===== src/hw/rtl/sliding_window_average_macros.svh =====
// Assertion macros shared by the sliding window average RTL.
// Included by the top level; relies on clk and rst_n being in scope.
`ifndef SLIDING_WINDOW_AVERAGE_MACROS_SVH
`define SLIDING_WINDOW_AVERAGE_MACROS_SVH

// Condition that must hold at every clock edge outside reset.
`define SWA_ASSERT_ALWAYS(label, cond, msg) \
    label: assert property (@(posedge clk) disable iff (!rst_n) (cond)) else $error(msg);

// Consequence that must hold in the cycle after the antecedent.
`define SWA_ASSERT_NEXT(label, ante, cons, msg) \
    label: assert property (@(posedge clk) disable iff (!rst_n) (ante) |=> (cons)) \
        else $error(msg);

`endif


===== src/hw/rtl/swa_pkg.sv =====
// Package for the sliding window average: field widths and divider request type.
// No dependencies.
`timescale 1ns / 1ps

package swa_pkg;

    localparam int SAMPLE_W   = 16;
    localparam int SUM_W      = 24;
    localparam int WLEN_W     = 8;
    localparam int QUO_W      = 16;
    localparam int DIV_CNT_W  = $clog2(QUO_W + 1);
    localparam int MIN_WINDOW = 2;

    localparam logic [WLEN_W-1:0] WLEN_RESET = 8'd8;

    typedef struct packed {
        logic                 start;
        logic [SUM_W-1:0]     dividend;
        logic [WLEN_W-1:0]    divisor;
    } div_req_t;

endpackage


===== src/hw/rtl/swa_div.sv =====
// Bit-serial restoring divider producing one quotient bit per cycle.
// Depends on swa_pkg; expects the dividend's upper byte to be below the divisor.
`timescale 1ns / 1ps

module swa_div
    import swa_pkg::*;
(
    input  logic             clk,
    input  logic             rst_n,
    input  div_req_t         req,
    output logic             done,
    output logic [QUO_W-1:0] quotient
);

    logic [WLEN_W-1:0]    rem_reg, rem_next;
    logic [QUO_W-1:0]     q_reg, q_next;
    logic [WLEN_W-1:0]    d_reg;
    logic [DIV_CNT_W-1:0] cnt_reg, cnt_next;
    logic                 busy_reg, busy_next;
    logic                 done_reg, done_next;
    logic [WLEN_W:0]      trial;
    logic [WLEN_W:0]      diff;
    logic                 fits;

    assign trial = {rem_reg, q_reg[QUO_W-1]};
    assign diff  = trial - {1'b0, d_reg};
    assign fits  = (trial >= {1'b0, d_reg});

    always_comb
    begin
        rem_next  = rem_reg;
        q_next    = q_reg;
        cnt_next  = cnt_reg;
        busy_next = busy_reg;
        done_next = 1'b0;
        if (req.start)
        begin
            rem_next  = req.dividend[SUM_W-1:QUO_W];
            q_next    = req.dividend[QUO_W-1:0];
            cnt_next  = DIV_CNT_W'(QUO_W);
            busy_next = 1'b1;
        end
        else if (busy_reg)
        begin
            rem_next = fits ? diff[WLEN_W-1:0] : trial[WLEN_W-1:0];
            q_next   = {q_reg[QUO_W-2:0], fits};
            cnt_next = cnt_reg - 1'b1;
            if (cnt_reg == DIV_CNT_W'(1))
            begin
                busy_next = 1'b0;
                done_next = 1'b1;
            end
        end
    end

    always_ff @(posedge clk or negedge rst_n)
    begin
        if (!rst_n)
        begin
            cnt_reg  <= '0;
            busy_reg <= 1'b0;
            done_reg <= 1'b0;
        end
        else
        begin
            cnt_reg  <= cnt_next;
            busy_reg <= busy_next;
            done_reg <= done_next;
        end
    end

    always_ff @(posedge clk)
    begin
        rem_reg <= rem_next;
        q_reg   <= q_next;
        if (req.start)
        begin
            d_reg <= req.divisor;
        end
    end

    assign done     = done_reg;
    assign quotient = q_reg;

endmodule


===== config.mk =====
export PLATFORM = sky130hd
export DESIGN_NAME = swa_div
export DESIGN_NICKNAME = d
export VERILOG_FILES = /design/src/hw/rtl/sliding_window_average_macros.svh /design/src/hw/rtl/swa_pkg.sv /design/src/hw/rtl/swa_div.sv
export SDC_FILE = /design/constraint.sdc
export NUM_CORES = 1
export LEC_CHECK = 0
export BUFFER_PORTS_ARGS = -buffer_cell sky130_fd_sc_hd__buf_2
export CAP_MARGIN = 20
export CORE_ASPECT_RATIO = 1.5
export CORE_MARGIN = 3
export CORE_UTILIZATION = 24
export DETAILED_ROUTE_END_ITERATION = 8
export PLACE_DENSITY = 0.47
export SETUP_SLACK_MARGIN = 0.15
export SLEW_MARGIN = 20
export SYNTH_ARGS = -nofsm -noshare
export SYNTH_HDL_FRONTEND = slang
export SYNTH_SLANG_ARGS = --single-unit

===== constraint.sdc =====
create_clock -name clk -period 3.1 [get_ports clk]
set_clock_uncertainty 0.15 [all_clocks]
set_input_delay 0.31 -clock clk [delete_from_list [all_inputs] [get_ports clk]]
set_output_delay 0.31 -clock clk [all_outputs]
set_load 0.01 [all_outputs]

==> results.yml <==
final_layout:
  drive_gt1_share_pct: 36.9
  fin_area_mm2: 0.00256
  layout_commonest_cell: "buf_2"
  diodes: 0
  final_nets: 262
  n_fill_cell: 889
  final_cell_mix: "51 x buf_2, 32 x edfxtp_1, 15 x mux2_2"
  largest_reg_flops: 16
  syn2layout_area_growth_pct: 26.9
timing:
  finalSetupViolations: 0
  min_period_ps: 2590
  maxSlewViolCount: 0
  slew_headroom_pct: 60.0
  finalHoldViolations: 0
  rsz0062_at_grt: "false"
  period_share_pct: 83.7
  tightest_slew_ps: 600
  tns_ps: 0
  max_freq_mhz: 386
worst_hold_path:
  worst_hold_path_type: "input pin to flip-flop"
  worstHoldStart: "req[4]"
cts:
  cts_tree: "built"
  post_cts_buffers: 0
  clk_path_buf_depth: 2
  cts_root_buffer: "clkbuf_16"
  numCtsBuffers: 5
  clkTransAtPathRegs_ps: 60
  cts_sinks: 39
  h-tree-depth: 2
  clk_latency_ps: 280
yosys:
  synth-edff-count: 32
  synth_top_area_share_pct: 47.6
  seq_area_frac_synth_pct: 56.3
  synth.distinct_cells: 42
  synth_nets: 208
  ys_ff_latch: 39
  synth_area_leader_cell: "edfxtp_1"
  syn_area_per_cell_um2: 12.5
  synth_flop_cell: "edfxtp_1"
  synth.area.top_cells: "edfxtp_1 48%, dfrtp_1 8.7%, mux2_2 8.4%"
  netlist_area_mm2: 0.00202
  yosys_warnings: 0
  async_flop_share_pct: 17.9
  netlist_instances: 162
global_routing:
  grt_pass1_wl_mm: 7.27
  gr-total-overflow: 0
  antenna_found_initial: 0
  grt_pass1_vias: 1463
  grt_util_all_layers_pct: 9.84
  grt_max_degree: 25
floorplan:
  die_width_um: 80.9
  core_area_mm2: 0.00811
  ios: 52
  die_height_um: 118
  dieArea_mm2: 0.00957
  num_rows: 40
  start_util_pct: 24.9
critical_path:
  end_kind: "flip-flop"
  critical_path.top_delay_family: "compound AO/OA/AOI/OAI gates"
  critical_path_buf_inv_count: 0
  critPathLaunchType: "flip-flop"
  critPathSlowestCell: "o21ai_2"
  crit_chain: "ha_1 -> a21o_1 -> a211oi_4 -> nand2_2 -> o21ai_2 -> mux2i_1 -> a21oi_1"
  rrSetupSlack_ps: 510
  worstPathMaxFanout: 14
  crit_required_ps: 2960
  arrival_ps: 2450
  critPathMaxStageDelay_ps: 480
  regToRegStartpoint: "rem_reg[5]$_DFFE_PP_"
  critical_path_class: "flip-flop to flip-flop"
  crit_start: "rem_reg[5]$_DFFE_PP_"
status:
  run_status: "finished clean"
route:
  wl_met2_mm: 2.30
  drtIter0Drc: 78
  detail_route.vias_per_cell: 4.35
  drt_first_pass_iters: 4
  post_drt_wl_per_cell_um: 13.5
  via_count: 1400
  wl_met3_um: 147
  drt-total-wl_mm: 4.35
  highest-signal-layer: "met4"
  met1_length_mm: 1.80
  ant_nets: 0
  drcViolationCount: 0
placement:
  portBuffers: 51
  place_area_mm2: 0.00238
  globalplace.congestion: 0.717
  hpwlAfterDp_mm: 3.23
power_and_ir_drop:
  leakagePower_nw: 1.11
  ir_drop_v: 0.000328
  powerDensity_mw_per_mm2: 834
flow_run:
  drv_cap: 0
-- cell type report --
| type | count | area [um^2] | area share [%] |
|---|---|---|---|
| inverters | 13 | 48.8 | 1.91 |
| flip-flops and latches | 39 | 1140 | 44.4 |
| clock buffers | 5 | 125 | 4.89 |
| repair buffers | 53 | 273 | 10.6 |
| clock inverters | 3 | 43.8 | 1.71 |
| multi-input cells | 104 | 803 | 31.4 |
| well taps | 105 | 131 | 5.13 |
-- worst register-to-register path, delay by kind of cell, from the launching register on --
family	cells	cell delay, ps
AO/OA/AOI/OAI	4	1080
flip-flops	1	400
adder cells (fa/ha/maj)	1	370
multiplexers	1	240
AND/OR/NAND/NOR	1	80
-- synth_stat cells, types with 2 or more instances --
library cell and n:
edfxtp_1 32, mux2_2 15, inv_1 13, nor2_1 12, ha_1 10, nand2_1 9, dfrtp_1 7, a21oi_1 6
a31oi_1 5, xnor2_1 5, a21o_1 4, clkbuf_1 4, o21ai_0 4, xor2_1 3, and2_1 2, nor2b_1 2
nor3_1 2, o22a_1 2, o31ai_1 2
-- routing by layer --
| metal | global-route usage [%] | up-vias |
|---|---|---|
| li1 | - | 697 |
| met1 | 11.7 | 672 |
| met2 | 16.4 | 26 |
| met3 | 2.21 | 5 |
| met4 | 4.76 | 0 |
| met5 | 0 | - |
-- logic make-up (layout without fill, tap and decap cells) --
| logic type | count (synthesis) | after routing | synth area share [%] |
|---|---|---|---|
| flops | 39 | 39 | 56.3 |
| simple gates | 37 | 37 | 9.11 |
| compound gates | 32 | 32 | 11.2 |
| buf+inv | 19 | 74 | 3.91 |
| mux | 16 | 16 | 8.87 |
| fa+ha+maj | 11 | 11 | 7.19 |
| xor+xnor | 8 | 8 | 3.47 |
-- through the flow --
| step | util, % | power (mW) | hold slack [ps] | cells | setup slack [ps] |
|---|---|---|---|---|---|
| after global routing | 31.6 | 2.31 | 36.1 | 322 | 342 |
| after global placement | 29.4 | 1.57 | 4.96 | 313 | 522 |
| after floorplan | - | 1.40 | -136 | 162 | 836 |
| after detailed placement | 29.4 | 1.57 | 6.37 | 313 | 486 |
| final | 31.6 | 2.14 | 49.5 | 322 | 506 |
| after CTS | 31.6 | 2.17 | 41.2 | 322 | 480 |
-- worst paths after layout --
check,endpoint,cells past startpoint
setup / recovery,rem_reg[2]$_DFFE_PP_,7
hold / removal,d_reg[4]$_DFFE_PP_,1
setup reg to reg,rem_reg[2]$_DFFE_PP_,7
hold reg to reg,cnt_reg[4]$_DFFE_PN0P_,2
max in group asynchronous,busy_reg$_DFF_PN0_,2
min in group asynchronous,cnt_reg[4]$_DFFE_PN0P_,2
-- power breakdown --
part | switching, mW | internal (mW)
clock network | 0.207 | 0.379
logic | 0.402 | 0.336
registers | 0.0820 | 0.728
total | 0.692 | 1.44
-- repair_timing --
action,CTS,global route
gates resized for setup,0,0
hold buffers,1,0
endpoints found under the hold margin,7,0
(Power assumes the default switching activity.)
