==> config.mk <==
export PLATFORM = sky130hd
export DESIGN_NAME = swa_ram
export DESIGN_NICKNAME = d
export VERILOG_FILES = /design/src/hw/rtl/sliding_window_average_macros.svh /design/src/hw/rtl/swa_ram.sv
export SDC_FILE = /design/constraint.sdc
export NUM_CORES = 2
export LEC_CHECK = 0
export BUFFER_PORTS_ARGS = -buffer_cell sky130_fd_sc_hd__buf_2
export CORE_ASPECT_RATIO = 1.4
export CORE_MARGIN = 10
export CORE_UTILIZATION = 30
export CTS_CLUSTER_SIZE = 24
export DETAILED_ROUTE_END_ITERATION = 10
export PLACE_DENSITY_LB_ADDON = 0.3
export SETUP_SLACK_MARGIN = 0.5
export SYNTH_ARGS = -nofsm -noshare
export SYNTH_HDL_FRONTEND = slang
export SYNTH_SLANG_ARGS = --single-unit
==> constraint.sdc <==
create_clock -name clk -period 5.9 [get_ports clk]
set_input_delay 1.18 -clock clk [delete_from_list [all_inputs] [get_ports clk]]
set_output_delay 1.18 -clock clk [all_outputs]
set_load 0.05 [all_outputs]
==> src/hw/rtl/sliding_window_average_macros.svh <==
// Assertion macros shared by the sliding window average RTL.
// Included by the top level; relies on clk and rst_n being in scope.
`ifndef SLIDING_WINDOW_AVERAGE_MACROS_SVH
`define SLIDING_WINDOW_AVERAGE_MACROS_SVH

// Condition that must hold at every clock edge outside reset.
`define SWA_ASSERT_ALWAYS(label, cond, msg) \
    label: assert property (@(posedge clk) disable iff (!rst_n) (cond)) else $error(msg);

// Consequence that must hold in the cycle after the antecedent.
`define SWA_ASSERT_NEXT(label, ante, cons, msg) \
    label: assert property (@(posedge clk) disable iff (!rst_n) (ante) |=> (cons)) \
        else $error(msg);

`endif

==> src/hw/rtl/swa_ram.sv <==
// Generic simple dual-port RAM with one write port and one registered read port.
// No dependencies.
`timescale 1ns / 1ps

module swa_ram #(
    parameter int WIDTH = 16,
    parameter int DEPTH = 256
) (
    input  logic                     clk,
    input  logic                     wr_en,
    input  logic [$clog2(DEPTH)-1:0] wr_addr,
    input  logic [WIDTH-1:0]         wr_data,
    input  logic                     rd_en,
    input  logic [$clog2(DEPTH)-1:0] rd_addr,
    output logic [WIDTH-1:0]         rd_data
);

    logic [WIDTH-1:0] mem [DEPTH];
    logic [WIDTH-1:0] rd_data_reg;

    always_ff @(posedge clk)
    begin
        if (wr_en)
        begin
            mem[wr_addr] <= wr_data;
        end
        if (rd_en)
        begin
            rd_data_reg <= mem[rd_addr];
        end
    end

    assign rd_data = rd_data_reg;

endmodule

==> flow_metrics.py <==
metrics = {
    "timing": {
        "totalNegativeSetupSlack_ns": 0,
        "hold_viol": 0,
        "period_share_pct": 75.2,
        "max_freq_ghz": 0.225,
        "finalClockSkew_ns": 0.0460,
        "rsz_0062_raised_after_global_routing": "no",
        "worstMarginPinSlew_ns": 1.34,
        "fin_crit_ns": 4.44,
        "setup_viol_count_final": 0,
        "slew_violations": 0,
        "slew-limit-headroom_pct": 10.7,
    },
    "min_path": {
        "hold_path_depth": 1,
        "hold_path.class": "in -> reg",
        "hp-start": "wr_data[0]",
        "hold_path_end": "mem[209][0]$_DFFE_PP_",
    },
    "pwr": {
        "p_int_mw": 47.0,
        "leakage_nw": 56.7,
        "swShare_pct": 21.5,
        "ir_drop_worst_vdd_v": 0.000227,
        "comb_power_share_pct": 5.2,
        "p_sw_mw": 12.9,
        "power_density_nw_per_um2": 328,
        "power_frac_seq_pct": 53.9,
        "power_frac_clock_pct": 40.8,
    },
    "cells_and_area": {
        "fin_nets": 7913,
        "flip_flop_count_of_the_largest_register_all_copies_and_words_added": 4096,
        "fillCellCount": 49100,
        "multi_input_gate_area_sq_um": 33100,
        "finish.instance_area_sq_um": 183000,
        "layout.area.seq_sq_um": 123000,
        "flow.area_growth_from_synthesis_pct": 15.0,
        "post_route_cells_drive_above_1_share_pct": 26.2,
    },
    "job": {
        "max_cap_violations": 0,
    },
    "grt": {
        "grt-ovfl-total": 0,
        "antenna_found_initial": 22,
        "first_pass_grt_wire_length_um": 640000,
        "grt_max_degree": 167,
        "grt_pass1_vias": 80300,
        "grt_use_total_pct": 15.8,
    },
    "critical_path": {
        "worstPathArrival_ns": 5.18,
        "timing.critical_path.from_type": "input pin",
        "timing.rr.end": "rd_data[6]$_DFFE_PP_",
        "worst-r2r-cell-count": 5,
        "critPathCaptureType": "register",
        "crit_reg_reg_startpoint": "mem[19][6]$_DFFE_PP_",
        "reg2reg_setup_slack_ns": 2.57,
        "wp_data_required_ns": 6.64,
        "biggest_fanout_along_the_worst_timing_path": 54,
        "timing.setup.critical_path_class": "in -> reg",
    },
    "route": {
        "drtAntennaViolNets": 0,
        "via_count": 78000,
        "dr.pass1.iters": 7,
        "vias_per_cell": 5.14,
        "drt_iter0_markers": 8072,
        "number_of_design_rule_violations_left_after_detail_routing": 0,
        "drt-total-wl_um": 457000,
        "routedWlPerCell_um": 30.1,
    },
    "clock_network": {
        "clock_latency_ns": 0.93,
        "cts-hold-fix-buffers": 0,
        "cts.repair_timing.setup_buffer_count": 0,
        "cts-resized-gates": 0,
        "cts.sinks": 4112,
        "clockRootBuffer": "sky130_fd_sc_hd__clkbuf_16",
        "clk_transition_reported_paths_ns": 0.06,
        "tritoncts": "done",
        "htreeDepth": 5,
        "cts.path.max_buffers": 4,
        "cts-buffers-inserted": 365,
    },
    "placed_design": {
        "routabilityCongestion": 0.840,
        "portBuffers": 50,
        "placed_area_sq_um": 171000,
        "post-dp-hpwl_um": 283000,
    },
    "logic_synthesis": {
        "synth_compound_gate_area_share_pct": 3.53,
        "synth-seq-area-share_pct": 77.7,
        "area_share_of_xor_xnor_cells_in_the_synthesized_design_pct": 0,
        "synth_flop_cell": "sky130_fd_sc_hd__edfxtp_1",
        "largest_family_of_logic_cells_by_synthesized_area": "multiplexers",
        "yosysWarningCount": 0,
        "syn-instance-count": 7360,
        "post_synth_mux_area_share_pct": 15.5,
        "number_of_distinct_library_cells_after_synthesis": 51,
        "syn_area_per_cell_sq_um": 21.6,
        "yosys_register_bits": 4112,
        "async_reset_ff_share_pct": 0,
        "synth_simple_gate_area_share_pct": 1.57,
        "synthesis.area_sq_um": 159000,
        "post_synth_edffs": 4112,
        "synth.net_count": 7395,
        "yosys.area_share.adder_pct": 0,
    },
    "floorplan": {
        "ios": 51,
        "std_cell_rows": 316,
        "placeableCoreArea_sq_um": 528000,
        "die_area_sq_um": 560000,
        "initial_core_util_pct": 30.1,
        "fp.dieW_um": 635,
        "chipHeight_um": 881,
    },
    "run_status": {
        "outcome": "finished, final reports clean",
    },
}
-- Yosys cell counts (3+ instances only) --
master,instances,area [sq um]
sky130_fd_sc_hd__a2111oi_0,6,52.6
sky130_fd_sc_hd__a211oi_1,18,135
sky130_fd_sc_hd__a21oi_1,175,876
sky130_fd_sc_hd__a221oi_1,28,245
sky130_fd_sc_hd__a22o_1,32,280
sky130_fd_sc_hd__a22oi_1,43,323
sky130_fd_sc_hd__a31oi_1,6,37.5
sky130_fd_sc_hd__and3_1,11,68.8
sky130_fd_sc_hd__buf_1,27,101
sky130_fd_sc_hd__buf_12,5,100
sky130_fd_sc_hd__buf_2,76,380
sky130_fd_sc_hd__buf_4,26,195
sky130_fd_sc_hd__buf_6,77,867
sky130_fd_sc_hd__buf_8,11,165
sky130_fd_sc_hd__clkbuf_1,230,863
sky130_fd_sc_hd__edfxtp_1,4112,123000
sky130_fd_sc_hd__inv_1,3,11.3
sky130_fd_sc_hd__mux2_2,88,991
sky130_fd_sc_hd__mux2i_1,565,5660
sky130_fd_sc_hd__mux4_2,797,17900
sky130_fd_sc_hd__nand2_1,38,143
sky130_fd_sc_hd__nand2b_1,3,18.8
sky130_fd_sc_hd__nand3_1,35,175
sky130_fd_sc_hd__nand4_1,26,163
sky130_fd_sc_hd__nand4b_1,3,26.3
sky130_fd_sc_hd__nor2_1,304,1140
sky130_fd_sc_hd__nor2b_1,9,56.3
sky130_fd_sc_hd__nor3_1,92,460
sky130_fd_sc_hd__nor4_1,17,106
sky130_fd_sc_hd__o21ai_0,37,185
sky130_fd_sc_hd__o221ai_1,252,2210
sky130_fd_sc_hd__o22ai_1,148,926
sky130_fd_sc_hd__o31ai_1,16,120
sky130_fd_sc_hd__o32ai_1,20,175
sky130_fd_sc_hd__or2_2,4,25.0
-- cell usage in the layout (no fill, tap or decap), types with 74 or more instances in the layout --
cell / n
sky130_fd_sc_hd__mux2i_1: 565
sky130_fd_sc_hd__nor2_2: 100
sky130_fd_sc_hd__edfxtp_1: 4112
sky130_fd_sc_hd__o22ai_1: 148
sky130_fd_sc_hd__a21oi_1: 175
sky130_fd_sc_hd__nor2_1: 203
sky130_fd_sc_hd__buf_4: 501
sky130_fd_sc_hd__nor3_1: 87
sky130_fd_sc_hd__mux2_2: 88
sky130_fd_sc_hd__clkinv_1: 74
sky130_fd_sc_hd__o221ai_1: 252
sky130_fd_sc_hd__clkbuf_16: 370
sky130_fd_sc_hd__mux4_2: 797
-- cell type report --
class / count / share of cell area (%)
diodes: 32 / 0.0438
clock buffers: 427 / 5.19
clock inverters: 221 / 1.35
inverters: 4 / 0.0151
multi-input cells: 2792 / 18.1
flip-flops and latches: 4112 / 67.6
well taps: 6996 / 4.79
repair buffers: 603 / 2.87
-- worst max-delay path, stage by stage --
cell and delay [ns]:
sky130_fd_sc_hd__buf_12 0.36, sky130_fd_sc_hd__buf_4 0.33, sky130_fd_sc_hd__buf_4 0.47, sky130_fd_sc_hd__mux2i_1 0.14, sky130_fd_sc_hd__o221ai_1 0.59, sky130_fd_sc_hd__o22ai_1 0.31, sky130_fd_sc_hd__a22oi_1 0.87, sky130_fd_sc_hd__nand3_1 0.39
sky130_fd_sc_hd__nor4_1 0.31
-- through the flow --
step / hold WS, ns / worst slack, ns / utilization [%] / std cells / total power [mW]
2_1_floorplan: 0.973 / 2.47 / - / 7360 / 34.5
3_3_place_gp: 1.12 / -0.148 / 32.3 / 14500 / 36.0
3_5_place_dp: 1.14 / 0.170 / 32.3 / 14500 / 36.1
4_1_cts: 0.573 / 1.17 / 34.6 / 15200 / 60.4
5_1_grt: 0.596 / 1.40 / 34.6 / 15200 / 61.5
6_report: 0.624 / 1.46 / 34.6 / 15200 / 59.8
-- cells by family (layout without fill, tap and decap cells) --
family,count (synthesis),in the layout
AOI/OAI and AO/OA,786,786
buffers and inverters,456,1255
DFF,4112,4112
muxes,1450,1450
other,0,32
and+or+nand+nor,556,556
-- per-layer routing --
| metal | GRT usage, % | part of all wire, % |
|---|---|---|
| met2 | 28.7 | 53 |
| met4 | 7.38 | 5.2 |
| met1 | 18.5 | 37 |
| met3 | 2.02 | 5.2 |
| met5 | 0 | 0.0026 |
-- worst max path at each step --
stage                from                     to  cells past startpoint  slack [ns]
2_1_floorplan  rd_addr[0]   rd_data[4]$_DFFE_PP_                      8        2.47
3_3_place_gp   rd_addr[0]  rd_data[13]$_DFFE_PP_                      8       -0.15
3_5_place_dp   rd_addr[1]   rd_data[7]$_DFFE_PP_                      9        0.17
4_1_cts        rd_addr[1]   rd_data[7]$_DFFE_PP_                      9        1.17
5_1_grt        rd_addr[1]   rd_data[6]$_DFFE_PP_                      9        1.40
6_report       rd_addr[0]  rd_data[14]$_DFFE_PP_                      9        1.46
-- power groups by stage --
stage / Combinational [mW] / Sequential (mW) / Clock (mW)
after global routing: 3.29 / 32.2 / 26.0
after detailed placement: 3.20 / 32.9 / 0
after floorplan: 1.59 / 32.9 / 0
final: 3.13 / 32.3 / 24.4
after global placement: 3.14 / 32.9 / 0
after CTS: 3.20 / 32.2 / 24.9
Power figures use the tool's default switching activity.
